--- src/hdl/sdrdfr_pkg.sv ---
// Package for the receive datagram I/Q deframer.
// Holds packet geometry, header bytes, status and kind codes, and the result record.
// No dependencies.
package sdrdfr_pkg;

  localparam int unsigned PKT_LEN    = 1032;
  localparam int unsigned POS_W      = 11;
  localparam int unsigned SAMPLE_W   = 24;
  localparam int unsigned SEQ_W      = 32;
  localparam int unsigned IN_DATA_W  = 8;
  localparam int unsigned OUT_DATA_W = 88;

  localparam logic [POS_W-1:0] POS_HDR_END   = POS_W'(4);
  localparam logic [POS_W-1:0] POS_SEQ_END   = POS_W'(8);
  localparam logic [POS_W-1:0] POS_PKT_LEN   = POS_W'(PKT_LEN);
  localparam logic [POS_W-1:0] POS_LAST      = POS_W'(PKT_LEN - 1);
  localparam logic [POS_W-1:0] POS_FRAME0    = POS_W'(8);

  localparam logic [7:0] SYNC_BYTE = 8'h7f;

  typedef enum logic [1:0] {
    ST_OK   = 2'd0,
    ST_LEN  = 2'd1,
    ST_HDR  = 2'd2,
    ST_SYNC = 2'd3
  } status_t;

  typedef enum logic {
    KIND_SAMPLE = 1'b0,
    KIND_STATUS = 1'b1
  } kind_t;

  typedef struct packed {
    kind_t                kind;
    logic [SAMPLE_W-1:0]  i_sample;
    logic [SAMPLE_W-1:0]  q_sample;
    logic [SEQ_W-1:0]     seq;
    status_t              status;
  } res_t;

  function automatic logic [7:0] hdr_byte(input logic [1:0] idx);
    logic [7:0] b;
    case (idx)
      2'd0:    b = 8'hef;
      2'd1:    b = 8'hfe;
      2'd2:    b = 8'h01;
      2'd3:    b = 8'h06;
      default: b = 8'h00;
    endcase
    return b;
  endfunction

endpackage

--- src/hdl/sdr_rx_packet_iq_deframer_top.sv ---
// Top level of the receive datagram I/Q deframer.
// Depends on sdrdfr_pkg, sdrdfr_in_stage, sdrdfr_parse and sdrdfr_out_stage.
//
// Takes a 1032-byte receive datagram one byte per transaction (tlast on the final byte),
// checks the ef fe 01 06 header and the three 7f sync bytes of each 512-byte frame, and
// emits one I/Q transaction per 8-byte slot (tuser 0) plus one status transaction on the
// last byte (tuser 1: 0 ok, 1 wrong length, 2 bad header, 3 bad sync). Samples leave before
// the datagram is validated: drop them when the status is not ok. One byte is taken per
// clock unless the result register is full and stalled; each result passes through an input
// register, the parser and the result register.
module sdr_rx_packet_iq_deframer_top (
  input  logic        clk,
  input  logic        rst_n,
  input  logic        in_tvalid,
  output logic        in_tready,
  input  logic [7:0]  in_tdata,   // [7:0] data_byte
  input  logic        in_tlast,   // last_byte
  output logic        out_tvalid,
  input  logic        out_tready,
  output logic [87:0] out_tdata,  // [23:0] i_sample, [47:24] q_sample,
                                  // [79:48] sequence_number, [81:80] packet_status
  output logic        out_tuser   // result_kind
);

  logic             hold_valid;
  logic [7:0]       hold_data;
  logic             hold_last;
  logic             hold_take;
  logic             res_free;
  logic             res_valid;
  sdrdfr_pkg::res_t res;

  sdrdfr_in_stage u_in (
    .clk        (clk),
    .rst_n      (rst_n),
    .in_valid   (in_tvalid),
    .in_ready   (in_tready),
    .in_data    (in_tdata),
    .in_last    (in_tlast),
    .hold_valid (hold_valid),
    .hold_data  (hold_data),
    .hold_last  (hold_last),
    .hold_take  (hold_take)
  );

  sdrdfr_parse u_parse (
    .clk        (clk),
    .rst_n      (rst_n),
    .byte_valid (hold_valid),
    .byte_data  (hold_data),
    .byte_last  (hold_last),
    .res_free   (res_free),
    .byte_take  (hold_take),
    .res_valid  (res_valid),
    .res        (res)
  );

  sdrdfr_out_stage u_out (
    .clk       (clk),
    .rst_n     (rst_n),
    .res_load  (res_valid && hold_take),
    .res       (res),
    .res_free  (res_free),
    .out_valid (out_tvalid),
    .out_ready (out_tready),
    .out_data  (out_tdata),
    .out_kind  (out_tuser)
  );

endmodule

--- src/hdl/sdrdfr_in_stage.sv ---
// Input register for the deframer byte stream.
// Depends on sdrdfr_pkg.
module sdrdfr_in_stage (
  input  logic                            clk,
  input  logic                            rst_n,
  input  logic                            in_valid,
  output logic                            in_ready,
  input  logic [sdrdfr_pkg::IN_DATA_W-1:0] in_data,
  input  logic                            in_last,
  output logic                            hold_valid,
  output logic [sdrdfr_pkg::IN_DATA_W-1:0] hold_data,
  output logic                            hold_last,
  input  logic                            hold_take
);

  logic                             valid_r, valid_nxt;
  logic [sdrdfr_pkg::IN_DATA_W-1:0] data_r;
  logic                             last_r;

  assign in_ready = !valid_r || hold_take;

  always_comb begin
    valid_nxt = valid_r;
    if (in_ready) begin
      valid_nxt = in_valid;
    end
  end

  always_ff @(posedge clk) begin
    if (!rst_n) begin
      valid_r <= 1'b0;
    end else begin
      valid_r <= valid_nxt;
    end
  end

  always_ff @(posedge clk) begin
    if (in_ready && in_valid) begin
      data_r <= in_data;
      last_r <= in_last;
    end
  end

  assign hold_valid = valid_r;
  assign hold_data  = data_r;
  assign hold_last  = last_r;

endmodule

--- src/hdl/sdrdfr_parse.sv ---
// Datagram parser: position tracking, header and sync checks, I/Q assembly.
// Depends on sdrdfr_pkg.
module sdrdfr_parse (
  input  logic                             clk,
  input  logic                             rst_n,
  input  logic                             byte_valid,
  input  logic [sdrdfr_pkg::IN_DATA_W-1:0] byte_data,
  input  logic                             byte_last,
  input  logic                             res_free,
  output logic                             byte_take,
  output logic                             res_valid,
  output sdrdfr_pkg::res_t                 res
);

  logic [sdrdfr_pkg::POS_W-1:0]    pos_r, pos_nxt;
  sdrdfr_pkg::status_t             fault_r, fault_nxt;
  logic [sdrdfr_pkg::SAMPLE_W-1:0] held_i_r, held_i_nxt;
  logic [15:0]                     partial_r, partial_nxt;
  logic [sdrdfr_pkg::SEQ_W-1:0]    seq_r, seq_nxt;

  logic [sdrdfr_pkg::POS_W-1:0]    rel_full;
  logic [8:0]                      rel;
  logic                            in_frames;
  logic                            sample_hit;
  logic [sdrdfr_pkg::SAMPLE_W-1:0] word;

  assign rel_full  = pos_r - sdrdfr_pkg::POS_FRAME0;
  assign rel       = rel_full[8:0];
  assign in_frames = (pos_r >= sdrdfr_pkg::POS_SEQ_END) && (pos_r < sdrdfr_pkg::POS_PKT_LEN);
  assign word      = {partial_r, byte_data};
  assign sample_hit = in_frames && (rel >= 9'd8) && (rel[2:0] == 3'd5);

  assign res_valid = byte_valid && (byte_last || sample_hit);
  assign byte_take = byte_valid && (res_free || !(byte_last || sample_hit));

  always_comb begin
    pos_nxt     = pos_r;
    fault_nxt   = fault_r;
    held_i_nxt  = held_i_r;
    partial_nxt = partial_r;
    seq_nxt     = seq_r;
    if (pos_r < sdrdfr_pkg::POS_HDR_END) begin
      if (byte_data != sdrdfr_pkg::hdr_byte(pos_r[1:0]) && fault_r == sdrdfr_pkg::ST_OK) begin
        fault_nxt = sdrdfr_pkg::ST_HDR;
      end
    end else if (pos_r < sdrdfr_pkg::POS_SEQ_END) begin
      seq_nxt = {seq_r[sdrdfr_pkg::SEQ_W-9:0], byte_data};
    end else if (in_frames) begin
      if (rel < 9'd3) begin
        if (byte_data != sdrdfr_pkg::SYNC_BYTE && fault_r == sdrdfr_pkg::ST_OK) begin
          fault_nxt = sdrdfr_pkg::ST_SYNC;
        end
      end else if (rel >= 9'd8) begin
        case (rel[2:0])
          3'd0, 3'd1, 3'd3, 3'd4: partial_nxt = {partial_r[7:0], byte_data};
          3'd2:                   held_i_nxt  = word;
          default:                ;
        endcase
      end
    end
    if (pos_r < sdrdfr_pkg::POS_PKT_LEN) begin
      pos_nxt = pos_r + sdrdfr_pkg::POS_W'(1);
    end
  end

  always_comb begin
    res          = '0;
    res.seq      = seq_nxt;
    if (byte_last) begin
      res.kind   = sdrdfr_pkg::KIND_STATUS;
      res.status = (pos_r != sdrdfr_pkg::POS_LAST) ? sdrdfr_pkg::ST_LEN : fault_r;
    end else begin
      res.kind     = sdrdfr_pkg::KIND_SAMPLE;
      res.i_sample = held_i_r;
      res.q_sample = word;
    end
  end

  always_ff @(posedge clk) begin
    if (!rst_n) begin
      pos_r     <= '0;
      fault_r   <= sdrdfr_pkg::ST_OK;
      held_i_r  <= '0;
      partial_r <= '0;
      seq_r     <= '0;
    end else if (byte_take) begin
      if (byte_last) begin
        pos_r     <= '0;
        fault_r   <= sdrdfr_pkg::ST_OK;
        held_i_r  <= '0;
        partial_r <= '0;
        seq_r     <= '0;
      end else begin
        pos_r     <= pos_nxt;
        fault_r   <= fault_nxt;
        held_i_r  <= held_i_nxt;
        partial_r <= partial_nxt;
        seq_r     <= seq_nxt;
      end
    end
  end

endmodule

--- src/hdl/sdrdfr_out_stage.sv ---
// Result register and packing onto the output stream.
// Depends on sdrdfr_pkg.
module sdrdfr_out_stage (
  input  logic                              clk,
  input  logic                              rst_n,
  input  logic                              res_load,
  input  sdrdfr_pkg::res_t                  res,
  output logic                              res_free,
  output logic                              out_valid,
  input  logic                              out_ready,
  output logic [sdrdfr_pkg::OUT_DATA_W-1:0] out_data,
  output logic                              out_kind
);

  logic             valid_r, valid_nxt;
  sdrdfr_pkg::res_t res_r;

  assign res_free = !valid_r || out_ready;

  always_comb begin
    valid_nxt = valid_r;
    if (res_free) begin
      valid_nxt = res_load;
    end
  end

  always_ff @(posedge clk) begin
    if (!rst_n) begin
      valid_r <= 1'b0;
    end else begin
      valid_r <= valid_nxt;
    end
  end

  always_ff @(posedge clk) begin
    if (res_free && res_load) begin
      res_r <= res;
    end
  end

  assign out_valid = valid_r;
  assign out_kind  = res_r.kind;
  assign out_data  = {6'd0, res_r.status, res_r.seq, res_r.q_sample, res_r.i_sample};

endmodule

--- config.mk ---
export PLATFORM = sky130hd
export DESIGN_NAME = sdr_rx_packet_iq_deframer_top
export DESIGN_NICKNAME = d
export VERILOG_FILES = /design/src/hdl/sdrdfr_pkg.sv /design/src/hdl/sdr_rx_packet_iq_deframer_top.sv /design/src/hdl/sdrdfr_in_stage.sv /design/src/hdl/sdrdfr_parse.sv /design/src/hdl/sdrdfr_out_stage.sv
export SDC_FILE = /design/constraint.sdc
export NUM_CORES = 1
export LEC_CHECK = 0
export BUFFER_PORTS_ARGS = -buffer_cell sky130_fd_sc_hd__buf_2
export CAP_MARGIN = 10
export CORE_MARGIN = 3
export CORE_UTILIZATION = 40
export CTS_CLUSTER_DIAMETER = 150
export CTS_CLUSTER_SIZE = 10
export DETAILED_ROUTE_END_ITERATION = 8
export MAX_ROUTING_LAYER = met4
export SLEW_MARGIN = 20
export SYNTH_ARGS = -nofsm -noshare
export SYNTH_HDL_FRONTEND = slang
export SYNTH_SLANG_ARGS = --single-unit
export TNS_END_PERCENT = 1
--- constraint.sdc ---
create_clock -name clk -period 7 [get_ports clk]
set_clock_uncertainty 0.2 [all_clocks]
set_input_delay 0.35 -clock clk [delete_from_list [all_inputs] [get_ports clk]]
set_output_delay 0.35 -clock clk [all_outputs]
set_load 0.02 [all_outputs]
==> metrics.yaml, run 1 <==
worstSetupPathType: "flop to flop"
die_x_um: 138
nNetsFinal: 711
cts_setup_buffers: 0
grt_antenna_before_repair: 0
clock_power_share_pct: 43.5
yosysTopAreaCell: "edfxtp_1"
synth_area_per_cell_sq_um: 11.9
async_flop_share_pct: 0
gp_congestion: 0.852
clk_pin_slew_worst_paths_ns: 0.07
worst-r2r-cell-count: 7
die-area_sq_um: 19200
drive_above_1_share_pct: 25.7
coreArea_sq_um: 16900
grt_pass1_wl_um: 23600
p_per_area_nw_per_um2: 255
min_path_type: "primary input to flop"
via_per_inst: 4.99
leakage_nw: 3.14
worstHoldStart: "rst_n"
cts_tree: "done"
slowest_stage: "nor2_4"
crit_fanout: 57
crit_path_max_incr_delay_ns: 0.69
drt_iter0_markers: 323
diodes: 0
port_buffers: 97
num_rows: 47
yosys_register_bits: 179
min_period_ns: 3.59
reg2reg_slack_ns: 3.41
floorplan.initialDensity_pct: 41.6
cap_viol_max_count: 0
hold_violations: 0
wire_per_inst_um: 15.7
finalSetupViolCount: 0
combPwrFrac_pct: 3.8
io-pin-count: 104
fill_cells: 1516
power.switching_w: 0.000491
peakVddDrop_v: 0.000158
cts_made_buffers: 17
slew_headroom_pct: 47.2
synth_cell_types: 54
worstReg2RegStart: "u_parse.pos_r[1]"
end_kind: "flop"
arrival_ns: 3.45
r2r-end: "u_out.out_data[70]"
die-height_um: 138
synth_ff_type: "edfxtp_1"
yosysWarningCount: 0
status: "finished, final reports clean"
grt_max_degree: 58
grt_usage_pct: 15.8
dpl.hpwl_um: 9950
synth-edff-count: 92
fmax_ghz: 0.279
worstPathRequired_ns: 6.86
critical_path.cell_chain: "inv_1 -> ha_1 -> and4b_1 -> o311ai_2 -> nand3_2 -> nor2_4 -> buf_4"
internal_power_w: 0.00164
post-route-util_pct: 49.6
grt-ovfl-total: 0
power_switching_share_pct: 23.0
syn_area_sq_um: 7010
root_buffer: "clkbuf_16"
seq_area_frac_synth_pct: 64.2
insertion_delay_ns: 0.43
drc: 0
synth_area_leaders: "edfxtp_1 39%, dfxtp_1 25%, nand2_1 4.4%"
min_period_over_period_pct: 51.3
drv_slew: 0
power_frac_seq_pct: 52.7
ant_nets: 0
cp-start-kind: "flop"
ctsResizeCount: 0
clock-sinks: 179
synth_top_area_share_pct: 39.4
cts_max_level: 4
rsz0062_at_grt: "false"
hold_depth: 2
grt_pass1_vias: 4536
worst_pin_slew_ns: 0.790
finalSetupTns_ns: 0
first_pass_iters: 5
synth_cells: 591
wl_um: 14500
cts_max_path_buffers: 2
areaGrowthSynthToFinish_pct: 19.4
vias: 4612
whs_endpoint: "u_parse.partial_r[1]"
[metrics by stage]
step	cells	cell area, sq um	hold WS (ns)	worst slack (ns)	total power (W)
floorplan	596	7030	0.233	1.44	0.00120
global placement	883	7670	0.240	3.53	0.00122
detailed placement	883	7670	0.248	3.38	0.00122
CTS	925	8360	0.0855	3.39	0.00215
global route	925	8370	0.109	3.15	0.00221
finish	925	8370	0.112	3.41	0.00213
[critical path, delay by kind of cell, from the launching register on]
family	cells	cell delay (ns)
AO/OA/AOI/OAI	1	0.09
adder cells (fa/ha/maj)	1	0.24
buffers and inverters	2	0.86
flip-flops	1	0.53
AND/OR/NAND/NOR	3	1.25
[cell families after synthesis]
logic type	synth area share, %
xor+xnor	1.25
simple gates	15.9
other cells	0.0535
mux	4.00
flops	64.2
compound gates	10.0
buf+inv	3.50
fa+ha+maj	1.07
[worst max-delay path by stage]
stage | from | to | slack, ns | cells after the start
global route | u_parse.pos_r[1] | u_out.out_data[63] | 3.15 | 7
global placement | u_parse.pos_r[1] | u_out.out_data[69] | 3.53 | 7
finish | u_parse.pos_r[1] | u_out.out_data[70] | 3.41 | 7
floorplan | u_parse.pos_r[1] | u_out.out_data[0] | 1.44 | 7
CTS | u_parse.pos_r[1] | u_out.out_data[57] | 3.39 | 7
detailed placement | u_parse.pos_r[1] | u_out.out_data[69] | 3.38 | 7
[routing by layer]
layer,routed length (um),global-route usage (%),part of all wire (%)
met3,871,4.11,6.0
met5,0,-,0
met1,6620,20.6,46
met2,6840,24.2,47
met4,203,5.51,1.4
[flip-flops by register name, summed over array words and instances (netlist names)]
register           count
u_out.out_data        82
u_parse.seq_r         32
u_parse.held_i_r      24
u_parse.partial_r     16
u_parse.pos_r         11
u_in.hold_data         8
u_parse.fault_r        2
u_in.hold_last         1
u_in.hold_valid        1
u_out.out_kind         1
u_out.out_valid        1
[power groups by stage]
stage / clock network, W / registers, W / logic (W)
after floorplan: 0 / 0.00116 / 0.0000371
final: 0.000929 / 0.00112 / 0.0000803
after detailed placement: 0 / 0.00115 / 0.0000763
after global placement: 0 / 0.00115 / 0.0000754
after CTS: 0.000947 / 0.00112 / 0.0000808
after global routing: 0.000993 / 0.00113 / 0.0000874
[final cells by class]
type | instances | area, sq um | share of cell area, %
Tap cell | 220 | 275 | 3.29
Multi-Input combinational cell | 366 | 2310 | 27.6
Clock inverter | 15 | 166 | 1.99
Inverter | 15 | 56.3 | 0.673
Clock buffer | 17 | 425 | 5.08
Sequential cell | 179 | 4500 | 53.8
Timing Repair Buffer | 113 | 631 | 7.53
[placed cells by master (no fill, tap or decap), types with 3 or more instances in the layout]
| master | instances |
|---|---|
| a21boi_0 | 3 |
| a21oi_1 | 37 |
| a22o_1 | 32 |
| and3_2 | 7 |
| buf_2 | 97 |
| buf_4 | 6 |
| clkbuf_16 | 17 |
| conb_1 | 6 |
| dfxtp_1 | 87 |
| dlygate4sd3_1 | 10 |
| edfxtp_1 | 92 |
| ha_1 | 6 |
| inv_1 | 15 |
| inv_6 | 5 |
| mux2_2 | 24 |
| nand2_1 | 83 |
| nand3_1 | 9 |
| nand4_1 | 4 |
| nor2_1 | 35 |
| nor2b_1 | 40 |
| nor3_1 | 9 |
| nor4_1 | 5 |
| o21a_1 | 9 |
| o21ai_0 | 12 |
| or2_2 | 3 |
| xnor2_1 | 9 |
[synth_stat cells, types with 3 or more instances]
cell / instances
a21boi_0: 3
a21oi_1: 37
a22o_1: 32
and3_2: 7
buf_2: 4
buf_4: 6
clkbuf_1: 21
dfxtp_1: 87
edfxtp_1: 92
ha_1: 6
inv_1: 15
mux2_2: 24
nand2_1: 83
nand3_1: 9
nand4_1: 4
nor2_1: 37
nor2b_1: 40
nor3_1: 9
nor4_1: 5
o21a_1: 9
o21ai_0: 12
or2_2: 3
xnor2_1: 9
[repair_timing]
| item | in CTS | in global routing |
|---|---|---|
| hold endpoints to repair | 10 | 0 |
| hold buffers | 10 | 0 |
| setup endpoints to repair | 0 | 0 |
(Power assumes the default switching activity.)
==> inputs of run 2 (changes only) <==
==> constraint.sdc (replaced) <==
create_clock -name clk -period 3.18 [get_ports clk]
set_clock_uncertainty 0.2 [all_clocks]
set_input_delay 0.159 -clock clk [delete_from_list [all_inputs] [get_ports clk]]
set_output_delay 0.159 -clock clk [all_outputs]
set_load 0.02 [all_outputs]
==> run 2 against run 1 <==
Compared with the run above: sequential power increased by 120%; routed wire length increased by 2.6%; worst setup slack got worse by 2.9 ns; highest routed layer unchanged.
==> metrics.yaml, run 2 (synthesis results as in run 1) <==
slowest_stage: "or3b_1"  # was nor2_4
grt_antenna_before_repair: 0  # unchanged
floorplan.initialDensity_pct: 41.6  # unchanged
hold_violations: 0  # unchanged
clk_pin_slew_worst_paths_ns: 0.06  # was 0.07 ns
insertion_delay_ns: 0.42  # was 0.43 ns
finalSetupViolCount: 0  # unchanged
first_pass_iters: 4  # was 5
min_period_ns: 2.69  # was 3.59 ns
end_kind: "flop"  # unchanged
rsz0062_at_grt: "false"  # unchanged
drive_above_1_share_pct: 25.5  # was 25.7%
grt_pass1_vias: 4688  # was 4536
p_per_area_nw_per_um2: 567  # was 255 nW/um^2
root_buffer: "clkbuf_16"  # unchanged
crit_path_max_incr_delay_ns: 0.58  # was 0.69 ns
io-pin-count: 104  # unchanged
wl_um: 14900  # was 14500 um
slew_headroom_pct: 44.4  # was 47.2%
cts_max_level: 4  # unchanged
port_buffers: 97  # unchanged
nNetsFinal: 719  # was 711
placed_area_sq_um: 7720  # was 7670 sq um
wire_per_inst_um: 16.0  # was 15.7 um
clock-sinks: 179  # unchanged
grt_usage_pct: 16.4  # was 15.8%
cts_setup_buffers: 0  # unchanged
grt-ovfl-total: 0  # unchanged
cts_tree: "done"  # unchanged
ctsResizeCount: 0  # unchanged
grt_pass1_wl_um: 24600  # was 23600 um
largest_register_ffs: 82  # unchanged
worst_pin_slew_ns: 0.823  # was 0.790 ns
gp_congestion: 0.839  # was 0.852
cp-start-kind: "flop"  # unchanged
instances_no_fill: 933  # was 925
coreArea_sq_um: 16900  # unchanged
drt_iter0_markers: 274  # was 323
num_rows: 47  # unchanged
status: "finished, final reports clean"  # unchanged
final_cell_mix: "97 x buf_2, 92 x edfxtp_1, 86 x dfxtp_1, 83 x nand2_1, 40 x nor2b_1"  # was 97 x buf_2, 92 x edfxtp_1, 87 x dfxtp_1, 83 x nand2_1, 40 x nor2b_1
seqCellArea_sq_um: 4510  # was 4500 sq um
critPathBufInv: 1  # was 2
diodes: 0  # unchanged
worstSetupPathType: "flop to flop"  # unchanged
mostFrequentLayoutCell: "buf_2"  # unchanged
fill_cells: 1478  # was 1516
place_ws_ns: 0.526  # was 3.38 ns
place_inst: 888  # was 883
path_delay_family: "simple AND/OR/NAND/NOR gates"  # unchanged
crit_fanout: 16  # was 57
via_per_inst: 5.08  # was 4.99
multiInputGateArea_sq_um: 2310  # about the same
fmax_ghz: 0.371  # was 0.279 GHz
die-height_um: 138  # unchanged
cts_made_buffers: 17  # unchanged
finalSetupTns_ns: 0  # unchanged
dpl.hpwl_um: 10300  # was 9950 um
die_x_um: 138  # unchanged
peakVddDrop_v: 0.000395  # was 0.000158 V
leakage_nw: 3.19  # was 3.14 nW
finalWorstSetupSlack_ns: 0.488  # was 3.41 ns
fin_area_sq_um: 8460  # was 8370 sq um
min_path_type: "flop to flop"  # was primary input to flop
cap_viol_max_count: 0  # unchanged
worstPathRequired_ns: 3.29  # was 6.86 ns
hold_ws_ns: 0.257  # was 0.112 ns
die-area_sq_um: 19200  # unchanged
critical_path.cell_chain: "inv_1 -> ha_1 -> and3b_2 -> o21ai_0 -> nand4bb_1 -> or3b_1 -> and3_2 -> o21a_1"  # was inv_1 -> ha_1 -> and4b_1 -> o311ai_2 -> nand3_2 -> nor2_4 -> buf_4
cts_max_path_buffers: 2  # unchanged
ant_nets: 0  # unchanged
drc: 0  # unchanged
areaGrowthSynthToFinish_pct: 20.7  # was 19.4%
cts_hold_buffers: 13  # was 10
min_period_over_period_pct: 84.7  # was 51.3%
drv_slew: 0  # unchanged
vias: 4740  # was 4612
arrival_ns: 2.80  # was 3.45 ns
grt_max_degree: 57  # was 58
run 2: final timing paths:
path | start | end | slack [ns] | depth (start not counted)
worst max register to register | u_parse.pos_r[1] | u_parse.partial_r[1] | 0.49 | 8
worst min-delay path | u_parse.seq_r[24] | u_parse.seq_r[24] | 0.26 | 2
worst max-delay path | u_parse.pos_r[1] | u_parse.partial_r[1] | 0.49 | 8
worst min register to register | u_parse.seq_r[24] | u_parse.seq_r[24] | 0.26 | 2
run 2: per-stage QoR:
stage                     utilization, %  power, W
after floorplan                        -   0.00264
after global placement              45.8   0.00270
after detailed placement            45.8   0.00270
after global routing                50.1   0.00495
final                               50.1   0.00480
after CTS                           50.1   0.00484
run 2: area by class of cell:
class                           instances  share of cell area (%)
Sequential cell                       179                    53.2
Tap cell                              220                    3.25
Clock inverter                         11                    1.88
Inverter                               15                   0.665
Clock buffer                           21                    5.32
Timing Repair Buffer                  121                    8.40
Multi-Input combinational cell        366                    27.2
run 2: metal layers:
metal	vias to the layer above	global-route usage, %	share of wire (%)	wire (um)
li1	2301	-	-	-
met1	2288	21.4	46	6860
met2	138	25.3	47	7050
met3	13	4.21	5.7	843
met4	0	5.10	1.1	164
met5	-	-	0	0
run 2: worst reg2reg max path, delay by kind of cell (launching register included):
family	cells	cell delay [ns]
fa+ha+maj	1	0.23
compound gates	2	0.38
buf+inv	1	0.13
simple gates	4	1.24
flops	1	0.43
run 2: power by group:
group | leakage (nW) | total (W) | internal, W | switching, W
Clock | 0.298 | 0.00214 | 0.00133 | 0.000808
Sequential | 1.57 | 0.00247 | 0.00245 | 0.0000207
Combinational | 1.32 | 0.000189 | 0.0000543 | 0.000135
